==> src/hdl/cpfc_pkg.sv <==
// Package for the capture pixel format converter: payload structs, palette mode codes,
// register indexes and the constant expansion and coefficient tables.
// Depends on nothing; imported by capture_pixel_format_converter_top.
package cpfc_pkg;

	typedef struct packed {
		logic [7:0] first_byte;
		logic [7:0] second_byte;
		logic [7:0] third_byte;
	} pixel_in_t;

	typedef struct packed {
		logic [7:0] red;
		logic [7:0] green;
		logic [7:0] blue;
	} pixel_out_t;

	typedef enum logic [2:0] {
		MODE_YCBCR  = 3'd0,
		MODE_RGB555 = 3'd1,
		MODE_RGB565 = 3'd2,
		MODE_RGB24  = 3'd3,
		MODE_PASS   = 3'd4
	} palette_mode_t;

	localparam int REG_INDEX_W = 1;
	localparam int REG_DATA_W  = 3;
	localparam logic [REG_INDEX_W-1:0] REG_PALETTE_MODE  = 1'b0;
	localparam logic [REG_INDEX_W-1:0] REG_SWAP_RED_BLUE = 1'b1;

	localparam int Y_LOW     = 16;
	localparam int Y_HIGH    = 235;
	localparam int Y_SPAN    = 219;
	localparam int C_MID     = 128;
	localparam int C_LOW     = 16;
	localparam int C_HIGH    = 240;
	localparam int C_SPAN    = 112;
	localparam int C_MAX     = 127;
	localparam int K_RV      = 1402;
	localparam int K_GU      = 344;
	localparam int K_GV      = 714;
	localparam int K_BU      = 1772;
	localparam int COEF_SCALE = 1000;

	typedef logic [7:0] luma_lut_t [256];
	typedef logic signed [8:0] coef_lut_t [256];

	// Luma 16..235 stretched to 0..255, truncated.
	function automatic luma_lut_t build_luma_lut();
		luma_lut_t lut;
		int v;
		for (int i = 0; i < 256; i++) begin
			if (i <= Y_LOW)
				v = 0;
			else if (i >= Y_HIGH)
				v = 255;
			else
				v = (255 * (i - Y_LOW)) / Y_SPAN;
			lut[8'(i)] = 8'(v);
		end
		return lut;
	endfunction

	function automatic int chroma_of(int i);
		int v;
		if (i <= C_LOW)
			v = -C_MAX;
		else if (i >= C_HIGH)
			v = C_MAX;
		else
			v = (C_MAX * (i - C_MID)) / C_SPAN;
		return v;
	endfunction

	// Coefficient product indexed by the raw chroma byte, truncated toward zero.
	function automatic coef_lut_t build_coef_lut(int k);
		coef_lut_t lut;
		int v;
		for (int i = 0; i < 256; i++) begin
			v = (k * chroma_of(i)) / COEF_SCALE;
			lut[8'(i)] = 9'(v);
		end
		return lut;
	endfunction

	localparam luma_lut_t LUMA_LUT = build_luma_lut();
	localparam coef_lut_t RV_LUT   = build_coef_lut(K_RV);
	localparam coef_lut_t GU_LUT   = build_coef_lut(K_GU);
	localparam coef_lut_t GV_LUT   = build_coef_lut(K_GV);
	localparam coef_lut_t BU_LUT   = build_coef_lut(K_BU);

endpackage

==> src/hdl/capture_pixel_format_converter_top.sv <==
// Top level of the capture pixel format converter: configuration registers, input register,
// conversion logic and result register. Depends on cpfc_pkg.
//
// Converts one pixel per clock to 24-bit RGB. An item is taken on every edge where start is
// high; busy is always low. The result passes through the input register and then the result
// register, with result_valid high for exactly one cycle; the receiver cannot stall
// and must take it then. palette_mode and swap_red_blue are sampled as each item leaves the
// input register, so write them only while no item is in flight.
module capture_pixel_format_converter_top
	import cpfc_pkg::*;
(
	input  logic                   clk,
	input  logic                   arst_n,
	input  logic                   start,
	output logic                   busy,
	input  pixel_in_t              pixel,
	output logic                   result_valid,
	output pixel_out_t             result,
	input  logic                   wr_en,
	input  logic [REG_INDEX_W-1:0] wr_index,
	input  logic [REG_DATA_W-1:0]  wr_data
);

	palette_mode_t palette_mode_q;
	logic          swap_red_blue_q;
	logic          valid_s1;
	pixel_in_t     pix_s1;
	pixel_out_t    conv;

	logic [7:0]        y_val;
	logic signed [10:0] y_ext, r_sum, g_sum, b_sum;
	logic [7:0]        b0, b1, b2;

	function automatic logic [7:0] clamp8(logic signed [10:0] v);
		logic [7:0] res;
		if (v < 0)
			res = 8'd0;
		else if (v > 11'sd255)
			res = 8'd255;
		else
			res = v[7:0];
		return res;
	endfunction

	assign busy = 1'b0;

	always_ff @(posedge clk or negedge arst_n) begin
		if (!arst_n) begin
			palette_mode_q  <= MODE_PASS;
			swap_red_blue_q <= 1'b0;
		end else if (wr_en) begin
			case (wr_index)
				REG_PALETTE_MODE:  palette_mode_q  <= palette_mode_t'(wr_data);
				REG_SWAP_RED_BLUE: swap_red_blue_q <= wr_data[0];
				default: ;
			endcase
		end
	end

	always_ff @(posedge clk or negedge arst_n) begin
		if (!arst_n) begin
			valid_s1     <= 1'b0;
			result_valid <= 1'b0;
		end else begin
			valid_s1     <= start;
			result_valid <= valid_s1;
		end
	end

	always_ff @(posedge clk) begin
		if (start)
			pix_s1 <= pixel;
		if (valid_s1)
			result <= conv;
	end

	assign b0 = pix_s1.first_byte;
	assign b1 = pix_s1.second_byte;
	assign b2 = pix_s1.third_byte;

	assign y_val = LUMA_LUT[b0];
	assign y_ext = 11'(y_val);
	assign r_sum = y_ext + 11'(RV_LUT[b2]);
	assign g_sum = y_ext - (11'(GU_LUT[b1]) + 11'(GV_LUT[b2]));
	assign b_sum = y_ext + 11'(BU_LUT[b1]);

	always_comb begin
		conv.red   = b0;
		conv.green = b1;
		conv.blue  = b2;
		case (palette_mode_q)
			MODE_YCBCR: begin
				conv.red   = clamp8(r_sum);
				conv.green = clamp8(g_sum);
				conv.blue  = clamp8(b_sum);
			end
			MODE_RGB555: begin
				conv.blue  = {b0[4:0], 3'b000};
				conv.green = {b1[1:0], b0[7:5], 3'b000};
				conv.red   = {b1[6:2], 3'b000};
			end
			MODE_RGB565: begin
				conv.blue  = {b0[4:0], 3'b000};
				conv.green = {b1[2:0], b0[7:5], 2'b00};
				conv.red   = {b1[7:3], 3'b000};
			end
			MODE_RGB24: begin
				// exchange first and third bytes when swap is set
				if (swap_red_blue_q) begin
					conv.red  = b2;
					conv.blue = b0;
				end
			end
			default: ;
		endcase
	end

endmodule
==> config.mk <==
export PLATFORM = sky130hd
export DESIGN_NAME = capture_pixel_format_converter_top
export DESIGN_NICKNAME = d
export VERILOG_FILES = /design/src/hdl/cpfc_pkg.sv /design/src/hdl/capture_pixel_format_converter_top.sv
export SDC_FILE = /design/constraint.sdc
export NUM_CORES = 1
export LEC_CHECK = 0
export ABC_AREA = 1
export BUFFER_PORTS_ARGS = -buffer_cell sky130_fd_sc_hd__buf_2
export CORE_MARGIN = 3
export CORE_UTILIZATION = 40
export CTS_CLUSTER_DIAMETER = 150
export DETAILED_ROUTE_END_ITERATION = 10
export HOLD_SLACK_MARGIN = 0.1
export PLACE_DENSITY = 0.63
export SLEW_MARGIN = 25
export SYNTH_ARGS = -nofsm -noshare
export SYNTH_HDL_FRONTEND = slang
export SYNTH_SLANG_ARGS = --single-unit
==> constraint.sdc <==
create_clock -name clk -period 12.19 [get_ports clk]
set_input_delay 2.438 -clock clk [delete_from_list [all_inputs] [get_ports clk]]
set_output_delay 2.438 -clock clk [all_outputs]
set_load 0.01 [all_outputs]
# Word-level counts from Yosys, hierarchy flattened

Memories as Yosys holds them, arrays and structs flattened.
Cells that the tools add are included.

$add $sub $neg: 4
$lt $le $gt $ge: 9
Equality and inequality tests: 3
Multiplexer cells: 21
Bitwise operators: 4
Reductions and logical operators: 4

Operators by type and width:

| cell                | count |
|---|---|
| $mux 8              | 10 |
| $mux 9              | 8 |
| $pmux 8 s3          | 2 |
| $pmux 8 s4          | 1 |
| $add 9x9->10        | 3 |
| $ge 9x9->1 const B  | 3 |
| $not 8->9           | 3 |
| $gt 10x9->1 const B | 2 |
| $lt 10x1->1 const B | 2 |
| $gt 11x9->1 const B | 1 |
| $lt 11x1->1 const B | 1 |
| $sub 9x10->11       | 1 |
| $eq 3x2->1 const B  | 2 |
| $reduce_and 2->1    | 2 |
| $eq 3x1->1 const B  | 1 |
| $logic_not 3->1     | 1 |
| $reduce_or 2->1     | 1 |
| $not 1->1           | 1 |

Register bits: 54
Memory bits (read-only): 11264
Output and inout bits: 26
Logic and storage cells: 60
Memories: 5

Memory list:

| memory          | words | bits a word | read ports | clocked after Yosys merged registers in | write ports | RTL line                                 | RTL |
|---|---|---|---|---|---|---|---|
| (no name shown) | 256   | 9           | 1          | 0                                       | 0           | capture_pixel_format_converter_top.sv:85 | `assign b_sum = y_ext + 11'(BU_LUT[b1]);` |
| (no name shown) | 256   | 9           | 1          | 0                                       | 0           | capture_pixel_format_converter_top.sv:84 | `assign g_sum = y_ext - (11'(GU_LUT[b1]) + 11'(GV_LUT[b2]));` |
| (no name shown) | 256   | 9           | 1          | 0                                       | 0           | capture_pixel_format_converter_top.sv:84 |  |
| (no name shown) | 256   | 9           | 1          | 0                                       | 0           | capture_pixel_format_converter_top.sv:83 | `assign r_sum = y_ext + 11'(RV_LUT[b2]);` |
| (no name shown) | 256   | 8           | 1          | 0                                       | 0           | capture_pixel_format_converter_top.sv:81 | `assign y_val = LUMA_LUT[b0];` |

# Logic depth before layout (Yosys ltp)

Gate-level depths: netlist of the first run.

Depth after elaboration: 10
Gate-level depth with buffers: 26
Depth with buffers taken out: 26

# Least setup slack after synthesis of the first run

Ideal clock, no wire load.

Kind: reg2reg
Start point: reg pix_s1 (netlist bit b2[1])
End point: reg result[12] (netlist name) (data pin)
Library setup time: 261 ps
Data arrival time: 3716 ps
Required time: 11929 ps
Setup slack: 8212 ps
Stages on the path, launching flop included: 24
Path buffers: 1
Clock period less this slack: 3978 ps
Cell sequence: edfxtp_1 clkbuf_1 inv_1 ha_1 inv_1 nand2_1 nand2_1 inv_1 a21oi_1 a221o_1 a21oi_1 a32oi_1 fa_1 inv_1 ha_1 nand3_1 nand2_1 a211oi_1 xor2_1 nand3_2 nand2_4 nand2_1 nand2_1 nand3b_1

RTL lines:

| item                   | RTL line                                 | RTL |
|---|---|---|
| from (decl)            | capture_pixel_format_converter_top.sv:27 | `pixel_in_t pix_s1;` |
| from (signal assigned) | capture_pixel_format_converter_top.sv:72 | `pix_s1 <= pixel;` |
| to (signal assigned)   | capture_pixel_format_converter_top.sv:74 | `result <= conv;` |
| to (decl)              | capture_pixel_format_converter_top.sv:18 | `output pixel_out_t result,` |

==> results of run 1 <==
[state kept, by name, summed over array words and instances (netlist names)]
| name | flops |
|---|---|
| swap_red_blue_q | 1 |
| b0 | 8 |
| b2 | 8 |
| valid_s1 | 1 |
| result | 24 |
| result_valid | 1 |
| b1 | 8 |
| palette_mode_q | 3 |
[path summary, 6_finish.rpt]
check	to	slack, ns	cells after the start
worst min register to register	palette_mode_q[0]	0.57	2
min in group asynchronous	result_valid	1.94	1
max in group asynchronous	palette_mode_q[2]	10.03	1
worst max register to register	result[8]	7.22	17
worst max-delay path	result[8]	7.22	17
worst min-delay path	palette_mode_q[0]	0.57	2
[cells by family (layout without fill, tap and decap cells)]
group	Yosys count	in the layout	synth area share
muxes	1	1	0.00157
xor gates and xnor gates	16	16	0.0196
adders and majority gates	66	66	0.127
AOI/OAI and AO/OA	311	311	0.258
other	1	1	0.000524
DFF	54	54	0.223
buffers and inverters	195	210	0.110
and+or+nand+nor	438	438	0.261
[metal layers]
layer  GRT usage  up-vias
met5           0        -
met4      0.0704        0
met3      0.0306       53
met2       0.374      397
met1       0.340     3533
li1            -     3744
[stage by stage]
| stage | total power, mW | instances | hold slack (ns) | utilization | instance area (µm²) |
|---|---|---|---|---|---|
| 6_report | 0.929 | 1322 | 0.573 | 0.439 | 7650 |
| 5_1_grt | 1.01 | 1322 | 0.616 | 0.439 | 7650 |
| 4_1_cts | 0.922 | 1321 | 0.575 | 0.438 | 7640 |
| 3_5_place_dp | 0.772 | 1313 | 0.557 | 0.430 | 7490 |
| 3_3_place_gp | 0.776 | 1313 | 0.536 | 0.430 | 7490 |
| 2_1_floorplan | 0.636 | 1082 | 0.497 | - | 7150 |
[layout make-up]
class                   count  area (µm²)
multi-input cells         833        4770
clock inverters             2        12.5
well taps                 225         282
flip-flops and latches     54        1590
fillers                  1897        9760
clock buffers               6         129
repair buffers             62         333
inverters                 140         528
[report_power, final]
part	internal, mW	switching (mW)	total (mW)
Sequential	0.230	0.0342	0.265
Combinational	0.185	0.334	0.519
Clock	0.0766	0.0687	0.145
Total	0.492	0.437	0.929
[cells in the final DEF (no fill, tap or decap), types with 16 or more instances in the layout]
cell type,synthesis,layout
a21oi_1,95,95
buf_2,15,56
edfxtp_1,48,48
ha_1,55,55
inv_1,131,131
nand2_1,221,221
nand3_1,72,72
nor2_1,102,102
o211ai_1,24,24
o21ai_0,103,103
o22ai_1,16,16
[worst max-delay path, stage by stage (launching register included)]
cell and delay [ns]:
edfxtp_1 0.98, clkinv_1 0.79, nor3_1 0.35, inv_1 0.08, nor2_1 0.21, inv_1 0.16
fa_1 0.52, inv_1 0.04, ha_1 0.33, inv_1 0.13, o21bai_1 0.10, a221oi_1 0.25
nand3_1 0.12, xor2_1 0.27, inv_1 0.12, nor2_4 0.18, o21ai_0 0.12, nand2_1 0.07
==> results by group, run 1 <==
Run status
  – Outcome: finished clean

Detailed routing
  – Pre-Repair DR Iteration Count: 6
  – Top sig layer: met4
  – Initial DRC count: ~960
  – Drt wl/cell: ~18 µm
  – Antenna Nets Post-Route: 0
  – DR WL met3: between 1500 and 2000 µm
  – Post-detailed-route DRC marker count: 0
  – Via/cell ratio: ~6
  – WL met2: 10600 µm
  – Routed vias: ~7700
  – Met1 WL: 10700 µm
  – DRT Wirelength: about 24000 µm

Placement
  – Hpwl dp: 17600 µm
  – DP Worst Slack: roughly 6.5 ns
  – Placer Congestion: slightly below 1
  – IO buf count: between 50 and 60

Synthesis
  – Top cells by area, synth: edfxtp_1 (20%), nand2_1 (12%), ha_1 (9.6%)
  – Count leader, synth: nand2_1
  – Post-synth top area cell: edfxtp_1
  – Post-synth cell types: 57
  – Syn Inst Count: around 1100
  – Sequential share of the synthesized area: 0.223
  – Synth async-reset ratio: 0.111
  – Syn nets: 1180
  – Share of the synthesized area in the top cell type: 0.202
  – #FFs+latches synth: between 50 and 60
  – Yosys warns: 0
  – Number of synthesized flops with an enable pin: 48
  – Syn Area/Cell: approximately 6.6 µm²
  – Post-Syn Area: 7150 µm²
  – Synth Flop Type: edfxtp_1
  – Commonest cells post-synth: nand2_1 (221), inv_1 (131), o21ai_0 (103), nor2_1 (102), a21oi_1 (95)

Final layout
  – Nets: 1194
  – Ant diodes: 0
  – Area growth syn-to-layout: 7.00%
  – Share of cells above drive strength 1: 0.0848

Timing
  – Worst-Margin Slew: 0.952 ns
  – Setup violations, final: 0
  – Max Slew Vio Count: 0
  – PnR worst setup slack: slightly above 7 ns
  – Setup TNS: 0 ns
  – Final min period: just under 5 ns
  – Final period utilization: 0.408
  – FMAX: just over 200 MHz
  – Max_slew headroom: 0.365
  – Layout Skew: roughly 0.0076 ns
  – RSZ-0062 raised after global routing: no
  – Hold Vio Cnt, Final: 0

CTS
  – Clock Latency Late Sink: approximately 0.30 ns
  – CTS tree: built
  – CTS resizes: 0
  – Cts bufs inserted: 5
  – Clock H-tree levels: 2
  – Post-CTS setup buffers: 0
  – Clk sinks: 54
  – CTS Buffer Depth: 2
  – CTS Root Cell: clkbuf_16
  – Hold-fix buffers, CTS: 0
  – Clock-pin slew on the worst setup and hold paths: roughly 0.07 ns

Global routing
  – Initial antenna violation count: 0
  – Largest net degree at the start of global routing: 37
  – Global-route wire length before repair: between 30000 and 40000 µm
  – Number of global-route vias before repair: 7194
  – Tot GR Track Use: 0.237
  – Grt total ovfl: 0

Critical path
  – Worst setup EP type: register
  – Setup CP Type: register to register
  – Worst Path Required: 12.36 ns
  – CP startpoint: b2[5]
  – Startpoint type of the worst setup path: register
  – R2R Path Start: b2[5]
  – CP max FO: 23
  – CP arrival: just over 5 ns

Power and ir drop
  – Leak: approximately 3.5 nW
  – Worst VDD drop: between 60 and 70 µV
  – Power Dens Cells: approximately 120 nW/µm²

Floorplanning
  – Die Area: 19500 µm²
  – Die Height: around 140 µm
  – # IOs: 58
  – Starting Density: 0.411
  – Row count: 48
  – Die Wd: between 100 and 150 µm
  – Core box area: 17400 µm²

Job
  – Max-Cap Viols: 0

Worst hold path
  – Hold Path Class: register to register
  – HP Start: palette_mode_q[0]
(Power assumes the default switching activity.)
==> inputs of run 2 (changes only) <==
--- a/config.mk
+++ b/config.mk
@@ -5,14 +5,14 @@
 export SDC_FILE = /design/constraint.sdc
 export NUM_CORES = 1
 export LEC_CHECK = 0
-export ABC_AREA = 1
+export ABC_AREA = 0
 export BUFFER_PORTS_ARGS = -buffer_cell sky130_fd_sc_hd__buf_2
 export CORE_MARGIN = 3
 export CORE_UTILIZATION = 40
 export CTS_CLUSTER_DIAMETER = 150
 export DETAILED_ROUTE_END_ITERATION = 10
 export HOLD_SLACK_MARGIN = 0.1
-export PLACE_DENSITY = 0.63
+export PLACE_DENSITY = 0.65
 export SLEW_MARGIN = 25
 export SYNTH_ARGS = -nofsm -noshare
 export SYNTH_HDL_FRONTEND = slang
==> constraint.sdc (replaced) <==
create_clock -name clk -period 4.3 [get_ports clk]
set_input_delay 0.86 -clock clk [delete_from_list [all_inputs] [get_ports clk]]
set_output_delay 0.86 -clock clk [all_outputs]
set_load 0.01 [all_outputs]
==> results by group, run 2 <==
Critical path
  – Startpoint type of the worst setup path: register
  – CP arrival: 4.53 ns
  – Combined buffer and inverter count along the critical path: 4
  – Setup CP Type: register to register
  – Critical path's largest stage delay: 0.50 ns
  – Crit-path leading delay family: compound AO/OA/AOI/OAI gates
  – Worst setup EP type: register
  – CP max FO: 8
  – Worst Path Required: 4.36 ns
  – CP max-delay cell: edfxtp_1
  – CP Cell Sequence: buf_6 > ha_4 > buf_4 > nor2_2 > buf_4 > nand2_1 > nand2_1 > o221ai_1 > o21ai_1 > a21o_1 > fa_1 > inv_2 > ha_4 > a21oi_4 > o21bai_4 > a2111oi_4 > nor3_2 > or4_1 > and3_4 > o22a_1 > o31a_1

Placement
  – Placer Congestion: slightly below 1
  – Hpwl dp: 20800 µm
  – DP Cell Count: about 1400
  – IO buf count: 56
  – DP Worst Slack: -0.248 ns

Synthesis
  – Syn Inst Count: slightly above 1000
  – #FFs+latches synth: 54
  – Yosys warns: 0
  – Share of the synthesized area in the top cell type: 0.190
  – Synth async-reset ratio: 0.111
  – Post-synth top area cell: edfxtp_1
  – Commonest cells post-synth: o21ai_0 (131), nand2_1 (116), a21oi_1 (97), clkbuf_1 (73), nor2_1 (70)
  – Count leader, synth: o21ai_0
  – Syn nets: 1119
  – Top cells by area, synth: edfxtp_1 (19%), ha_1 (9.1%), o21ai_0 (8.7%)
  – Post-Syn Area: around 7600 µm²
  – Syn Area/Cell: about 7.4 µm²
  – Synth Flop Type: edfxtp_1
  – Sequential share of the synthesized area: 0.210
  – Post-synth cell types: 77
  – Number of synthesized flops with an enable pin: 48

Final layout
  – Largest register FFs: 24
  – Area growth syn-to-layout: 38.3%
  – Non-filler cells, final: ~1500
  – Nets: approximately 1300
  – Share of cells above drive strength 1: 0.354
  – Fill count: about 1600
  – Most frequent cells in the layout: buf_4 (229), nand2_1 (108), o21ai_0 (103)
  – Leading cell type in the layout, fill and taps excluded: buf_4
  – Ant diodes: 0
  – Largest Register: result

CTS
  – Clock Latency Late Sink: approximately 0.31 ns
  – Clk sinks: 54
  – CTS Root Cell: clkbuf_16
  – Hold-fix buffers, CTS: 0
  – CTS tree: built
  – CTS Buffer Depth: 2
  – Clock H-tree levels: 2
  – Clock-pin slew on the worst setup and hold paths: approximately 0.08 ns
  – Cts bufs inserted: 5

Floorplanning
  – Starting Density: 0.415
  – Core box area: 18300 µm²
  – Row count: 49
  – # IOs: a little under 60
  – Die Area: approximately 21000 µm²
  – Die Height: ~140 µm
  – Die Wd: approximately 140 µm

Detailed routing
  – Post-detailed-route DRC marker count: 0
  – Via/cell ratio: between 5 and 6
  – Drt wl/cell: between 15 and 20 µm
  – DRT Wirelength: 27400 µm
  – Initial DRC count: between 800 and 900
  – Routed vias: between 8000 and 9000
  – Antenna Nets Post-Route: 0
  – Pre-Repair DR Iteration Count: 6

Global routing
  – Global-route wire length before repair: 43000 µm
  – Tot GR Track Use: 0.260
  – Grt total ovfl: 0
  – Largest net degree at the start of global routing: between 40 and 50
  – Initial antenna violation count: 1
  – Number of global-route vias before repair: 8078

Run status
  – Outcome: finished, violations left
  – Failing checks: setup timing

Power and ir drop
  – Worst VDD drop: 161 µV
  – Tot Pwr: roughly 3.4 mW
  – Leak: between 4 and 5 nW
  – Power Dens Cells: 325 nW/µm²

Timing
  – Layout Skew: approximately 0.0042 ns
  – RSZ-0062 raised after global routing: yes
  – Max_slew headroom: 0.352
  – Hold Vio Cnt, Final: 0
  – Final min period: 4.47 ns
  – Max Slew Vio Count: 0
  – PnR worst setup slack: -0.165 ns
  – Final period utilization: 1.04
  – FMAX: about 220 MHz
  – Setup violations, final: 8
  – Worst-Margin Slew: 0.972 ns

Job
  – Max-Cap Viols: 0

Worst hold path
  – Hold Path Class: primary input to asynchronous set/reset pin
## run 2: changes by cell type in the layout (fill, tap and decap cells not counted), sizes merged, moves of 27 or more
cell,previous run,this run
buf,62,304
nand3,74,19
nor2,104,70
nand2,229,116
o21ai,106,133
inv,135,58
## run 2: stage by stage
step | util | instance area [µm²] | setup TNS, ns | hold WS, ns
2_1_floorplan | - | 7810 | 0 | 0.564
3_3_place_gp | 0.532 | 9710 | -1.00 | 0.641
3_5_place_dp | 0.532 | 9710 | -1.79 | 0.631
4_1_cts | 0.561 | 10300 | -0.184 | 0.362
5_1_grt | 0.574 | 10500 | -3.82 | 0.360
6_report | 0.574 | 10500 | -0.970 | 0.361
## run 2: where the power goes
part	internal, mW	switching [mW]
Combinational	1.06	1.17
Clock	0.222	0.212
Sequential	0.654	0.0852
Total	1.93	1.47
## run 2: final timing paths
path | startpoint | to | slack (ns) | depth (start not counted)
min in group clk | b2[7] | result[7] | 0.67 | 1
min reg2reg | b2[7] | result[7] | 0.67 | 1
max in group asynchronous | arst_n | palette_mode_q[2] | 3.72 | 1
max | b2[1] | result[15] | -0.17 | 21
max reg2reg | b2[1] | result[15] | -0.17 | 21
min | arst_n | palette_mode_q[0] | 0.36 | 1
## run 2: metal layers
metal | GRT usage | vias to the layer above | wire length, µm
li1 | - | 4238 | -
met1 | 0.372 | 4112 | 12300
met2 | 0.407 | 395 | 12100
met3 | 0.0456 | 52 | 2290
met4 | 0.0679 | 2 | 688
met5 | 0 | - | 11
## run 2: cells by family (layout without fill, tap and decap cells)
group	count (synthesis)	count (layout)	synth area share
compound gates	423	423	0.360
xor+xnor	19	19	0.0220
fa+ha+maj	66	66	0.120
buf+inv	148	370	0.0751
flops	54	54	0.210
mux	25	25	0.0423
other cells	1	1	0.000495
simple gates	285	285	0.170
## run 2: what timing repair did
item                                   CTS  global route
setup buffers                           15            10
pin swaps                               27            23
setup endpoints to repair               12            24
gates resized for setup                 84            48
endpoints found under the hold margin    0             0
## run 2: cell type report
type                            instances  area [µm²]  area share
Timing Repair Buffer                  304        2270       0.217
Tap cell                              229         287      0.0273
Inverter                               58         233      0.0222
Clock buffer                            5         125      0.0119
Multi-Input combinational cell        819        5940       0.567
Clock inverter                          3        26.3     0.00251
Sequential cell                        54        1590       0.152
